--- src/hw/rtl/s2lab_pkg.sv ---
// s2lab_pkg: shared types, constants and table builders for the srgb to cielab unit
// no dependencies; imported by every module of the unit

package s2lab_pkg;

  localparam int unsigned FRAC_BITS_DEF  = 8;
  localparam int unsigned CBRT_DEPTH_DEF = 256;

  localparam int unsigned LIN_W = 17;
  localparam int unsigned XYZ_W = 33;
  localparam int unsigned INV_W = 17;
  localparam int unsigned T_W   = 32;
  localparam int unsigned F_W   = 32;
  localparam int unsigned CBRT_W = 31;

  // front: gamma, matrix, white scale; lane: six stages; back end: two stages
  localparam int unsigned PIPE_DEPTH = 11;

  localparam logic [T_W-1:0] F_KNEE   = 32'd9509057;
  localparam logic [F_W-1:0] F_OFFSET = 32'd148102321;

  localparam logic [INV_W-1:0] INV_X_RST = 17'd68949;
  localparam logic [INV_W-1:0] INV_Y_RST = 17'd65536;
  localparam logic [INV_W-1:0] INV_Z_RST = 17'd60180;

  typedef enum logic [1:0] {
    CFG_INV_X = 2'd0,
    CFG_INV_Y = 2'd1,
    CFG_INV_Z = 2'd2
  } cfg_idx_e;

  typedef struct packed {
    logic [INV_W-1:0] inv_x;
    logic [INV_W-1:0] inv_y;
    logic [INV_W-1:0] inv_z;
  } white_cfg_t;

  function automatic longint unsigned mul30(input longint unsigned a, input longint unsigned b);
    return (a * b) >> 30;
  endfunction

  function automatic longint unsigned pow5_q30(input longint unsigned z);
    longint unsigned z2;
    longint unsigned z4;
    z2 = mul30(z, z);
    z4 = mul30(z2, z2);
    return mul30(z4, z);
  endfunction

  // gamma curve entry, Q16 linear light
  function automatic logic [LIN_W-1:0] gamma_entry(input int unsigned c);
    longint unsigned num;
    longint unsigned s;
    longint unsigned s2;
    longint unsigned lo;
    longint unsigned hi;
    longint unsigned mid;
    longint unsigned res;
    if (64'(c) * 64'd100000 <= 64'd1031475) begin
      res = (64'(c) * 64'd655360 + 64'd16473) / 64'd32946;
    end else begin
      num = (64'(c) * 64'd1000 + 64'd14025) << 30;
      s   = (num + 64'd134512) / 64'd269025;
      s2  = (s * s + (64'd1 << 29)) >> 30;
      lo  = 64'd0;
      hi  = 64'd1 << 30;
      while (lo < hi) begin
        mid = (lo + hi + 64'd1) >> 1;
        if (pow5_q30(mid) <= s2) lo = mid;
        else hi = mid - 64'd1;
      end
      res = (mul30(s2, lo) + 64'd8192) >> 14;
    end
    return LIN_W'(res);
  endfunction

  // floor cube root in Q30 of 1 + i / 2^ld
  function automatic logic [CBRT_W-1:0] cbrt_entry(input int unsigned i, input int unsigned ld);
    longint unsigned m;
    longint unsigned lo;
    longint unsigned hi;
    longint unsigned mid;
    m  = ((64'd1 << ld) + 64'(i)) << (30 - ld);
    lo = 64'd1 << 30;
    hi = 64'd1 << 31;
    while (lo < hi) begin
      mid = (lo + hi + 64'd1) >> 1;
      if (mul30(mul30(mid, mid), mid) <= m) lo = mid;
      else hi = mid - 64'd1;
    end
    return CBRT_W'(lo);
  endfunction

endpackage

--- src/hw/rtl/s2lab_out.sv ---
// s2lab_out: l, a, b products, rounding to output precision and saturation, two stages
// depends on s2lab_pkg

module s2lab_out import s2lab_pkg::*; #(
  parameter int unsigned FRAC_BITS = FRAC_BITS_DEF
) (
  input  logic                clk_i,
  input  logic                en_i,
  input  logic [F_W-1:0]      fx_i,
  input  logic [F_W-1:0]      fy_i,
  input  logic [F_W-1:0]      fz_i,
  output logic [14:0]         lightness_o,
  output logic signed [15:0]  a_star_o,
  output logic signed [15:0]  b_star_o
);

  localparam int unsigned SH   = 30 - FRAC_BITS;
  localparam int unsigned LMAX = ((100 << FRAC_BITS) > 32767) ? 32767 : (100 << FRAC_BITS);
  localparam logic signed [43:0] HALF  = 44'sd1 <<< (SH - 1);
  localparam logic signed [43:0] LTOP  = 44'(LMAX);
  localparam logic signed [43:0] SMAX  = 44'sd32767;
  localparam logic signed [43:0] SMIN  = -44'sd32768;

  function automatic logic signed [43:0] rnd(input logic signed [43:0] v);
    logic signed [43:0] r;
    if (v >= 0) r = (v + HALF) >>> SH;
    else r = -((-v + HALF) >>> SH);
    return r;
  endfunction

  logic signed [43:0] fx, fy, fz;
  logic signed [43:0] l_q, a_q, b_q;
  logic signed [43:0] lr, ar, br;
  logic [14:0]        light_q;
  logic signed [15:0] astar_q, bstar_q;

  assign fx = $signed({12'd0, fx_i});
  assign fy = $signed({12'd0, fy_i});
  assign fz = $signed({12'd0, fz_i});

  always_ff @(posedge clk_i) begin
    if (en_i) begin
      l_q <= fy * 44'sd116 - (44'sd16 <<< 30);
      a_q <= (fx - fy) * 44'sd500;
      b_q <= (fy - fz) * 44'sd200;
    end
  end

  always_comb begin
    lr = rnd(l_q);
    ar = rnd(a_q);
    br = rnd(b_q);
  end

  always_ff @(posedge clk_i) begin
    if (en_i) begin
      light_q <= (lr < 0) ? 15'd0 : ((lr > LTOP) ? 15'(LMAX) : lr[14:0]);
      astar_q <= (ar < SMIN) ? 16'sh8000 : ((ar > SMAX) ? 16'sh7fff : ar[15:0]);
      bstar_q <= (br < SMIN) ? 16'sh8000 : ((br > SMAX) ? 16'sh7fff : br[15:0]);
    end
  end

  assign lightness_o = light_q;
  assign a_star_o    = astar_q;
  assign b_star_o    = bstar_q;

endmodule

--- config.mk ---
export PLATFORM = sky130hd
export DESIGN_NAME = s2lab_out
export DESIGN_NICKNAME = d
export VERILOG_FILES = /design/src/hw/rtl/s2lab_pkg.sv /design/src/hw/rtl/s2lab_out.sv
export SDC_FILE = /design/constraint.sdc
export NUM_CORES = 1
export LEC_CHECK = 0
export BUFFER_PORTS_ARGS = -buffer_cell sky130_fd_sc_hd__buf_4
export CORE_ASPECT_RATIO = 0.7
export CORE_MARGIN = 1.5
export CORE_UTILIZATION = 50
export DETAILED_ROUTE_END_ITERATION = 16
export PLACE_DENSITY = 0.67
export SYNTH_ARGS = -nofsm -noshare
export SYNTH_HDL_FRONTEND = slang
export SYNTH_SLANG_ARGS = --single-unit
--- constraint.sdc ---
create_clock -name clk_i -period 12.8 [get_ports clk_i]
set_clock_uncertainty 0.15 [all_clocks]
set_input_delay 1.28 -clock clk_i [delete_from_list [all_inputs] [get_ports clk_i]]
set_output_delay 1.28 -clock clk_i [all_outputs]
set_load 0.01 [all_outputs]
==> metrics.cfg <==
[worst_setup_path]
path_class = in -> reg
endpoint_kind = flip-flop
r2r_slack_ns = 7.18
critical_path_peak_fanout = 10
cp.arrival_ns = 9.84
start_kind = input port
required_ns = 12.85

[floorplan]
start_util_pct = 50.9
core_area_um2 = 54000
dieArea_um2 = 56400
dieWidth_um = 283
placementRows = 71
io_pins = 145
die_h_um = 199

[final_layout]
fillers = 4999
finalNetCount = 3926
syn2layout_area_growth_pct = 8.26
multi_input_area_um2 = 19900
final_area_um2 = 29800
drive_above_1_share_pct = 7.84
regArea_um2 = 4950

[clock_network]
path_clk_slew_ns = 0.07
cts_buffers = 17
clock_latency_ns = 0.45
cts_tree = done
h-tree-depth = 4
cts_hold_buf = 0
cts_setup_buffers = 0
cts_resized = 0
cts.sinks = 165
root_buffer = clkbuf_16
clockBufferDepth = 2

[logic_synthesis]
netlist_instances = 3186
synth.area.top_cells = edfxtp_1 (18%), ha_1 (16%), fa_1 (15%)
avgSynthCellArea_um2 = 8.63
yosysTopAreaCell = edfxtp_1
netlist_area_um2 = 27500
synth_flop_cell = edfxtp_1
synth_top_area_share_pct = 18.0
synth-seq-area-share_pct = 18.0
post_synth_num_cell_types = 107
synth_warnings = 0
synth-edff-count = 165
ys_seq_elements = 165
synth.net_count = 3835
synthArstFlopShare_pct = 0

[timing]
rsz0062_at_grt = no
setup_ws_ns = 3.00
finalSetupViolations = 0
max_freq_ghz = 0.102
min_period_over_period_pct = 76.5
drv_slew = 0
timing.final.crit_period_ns = 9.80
slew_headroom_pct = 12.0
finalHoldViolations = 0
tns_ns = 0
tightest_slew_ns = 1.32

[detailed_routing]
drtAntennaViolNets = 0
drt-wirelength-per-cell_um = 17.8
drc = 0
vias = 22819
firstDrtPassIters = 6
drt-initial-drc-count = 1942
vias_per_cell = 5.67
wirelength_mm = 71.8

[placement]
dpl-instance-area_um2 = 29200
dp_hpwl_mm = 60.5
io_buffers = 144
gp_congestion = 0.949
dp_slack_ns = 2.60

[grt]
grt_pass1_wl_mm = 115
track_usage_pct = 25.5
grt_overflow_total = 0
antenna_found_initial = 10
grt_pass1_vias = 21430
grt_max_degree = 90

[hold_path]
hold_path.class = reg -> reg

[job]
max-cap-violations = 0

[outcome]
outcome = completed

==> layer usage <==
layer,routed length [µm],global-route usage [%],part of all wire [%]
met2,28800,36.9,40
met3,5850,5.08,8.1
met4,1060,4.87,1.5
met5,13,0,0.018
met1,36000,39.2,50
==> logic make-up after synthesis <==
family / after synthesis / share of synthesized area, %
AOI/OAI and AO/OA: 686 / 16.9
other: 1 / 0.0136
DFF: 165 / 18.0
buffers and inverters: 690 / 9.63
muxes: 19 / 0.732
and+or+nand+nor: 819 / 15.8
xor gates and xnor gates: 253 / 8.14
adders and majority gates: 553 / 30.7
==> through the flow <==
stage	hold slack (ns)	std cells	util, %
2_1_floorplan	0.553	3186	-
3_3_place_gp	0.634	3988	54.1
3_5_place_dp	0.627	3988	54.1
4_1_cts	0.651	4019	55.1
5_1_grt	0.689	4022	55.1
6_report	0.642	4026	55.1
==> flip-flops by register name, summed over array words and instances, names as in the netlist <==
signal / count
l_q: 38
b_q: 39
a_q: 41
b_star_o: 16
a_star_o: 16
lightness_o: 15
==> cells in the final DEF (no fill, tap or decap), types with 35 or more instances in the layout <==
cell,count
o21a_1,37
o21ai_0,112
nor4_1,41
inv_1,610
xnor2_1,178
nand3_1,62
nor3_1,76
nand2_1,192
xor2_1,73
edfxtp_1,165
a21oi_1,178
ha_1,346
a21o_1,76
nand4_1,35
fa_1,205
buf_4,151
nor2_1,165
==> area by class of cell <==
| cell class | count | area share (%) |
|---|---|---|
| timing repair buffer | 152 | 3.85 |
| multi-input combinational | 2331 | 66.9 |
| tap | 730 | 3.07 |
| inverter | 610 | 7.69 |
| clock inverter | 11 | 0.374 |
| clock buffer | 20 | 1.47 |
| antenna | 7 | 0.0588 |
| sequential | 165 | 16.6 |
==> worst paths after layout <==
| check | start | endpoint | depth (start not counted) |
|---|---|---|---|
| worst max register to register | b_q[14]$_DFFE_PP_ | b_star_o[14]$_SDFFCE_PP0P_ | 15 |
| worst min register to register | l_q[38]$_DFFE_PP_ | lightness_o[14]$_SDFFCE_PN0P_ | 3 |
| worst max-delay path | fy_i[1] | a_q[41]$_DFFE_PP_ | 28 |
| worst min-delay path | l_q[38]$_DFFE_PP_ | lightness_o[14]$_SDFFCE_PN0P_ | 3 |
==> cells in the mapped netlist (all sizes together), types with 8 or more instances <==
cell     instances
inv            610
ha             346
fa             205
nand2          193
a21oi          183
xnor2          179
edfxtp         165
nor2           165
o21ai          120
nor3            83
a21o            76
xor2            73
nand3           63
clkbuf          55
nor4            48
o21a            37
nand4           35
a31oi           34
nor2b           33
nand2b          31
o21bai          31
and3            30
a211oi          25
buf             25
and2            24
or2             21
and4            19
nor3b           19
or3             18
o211ai          17
a2111oi         16
a211o           16
or4             15
mux2i           13
o31a            12
a31o            10
o31ai            9
a21boi           8
a41oi            8
o22ai            8
==> worst max-delay path, stage by stage <==
cell	delay (ns)
buf_4	0.17
inv_1	0.07
ha_1	0.27
nor2b_1	0.14
o31a_1	0.30
o41ai_1	0.80
a211o_1	0.28
a311oi_1	0.25
nor2_1	0.67
xor2_1	0.37
xnor2_1	0.15
fa_1	0.53
inv_1	0.05
fa_1	0.53
inv_1	0.06
fa_1	0.53
inv_1	0.04
ha_1	0.33
a21oi_1	0.35
o2111ai_1	0.19
a211o_1	0.26
a31o_2	0.28
a2111oi_0	0.78
o31ai_1	0.27
a2111oi_0	0.47
o21bai_1	0.14
a21oi_1	0.20
xnor2_1	0.08
Power is not shown: default switching activity piles up to over one toggle a cycle in this logic, so the estimate is an artifact.
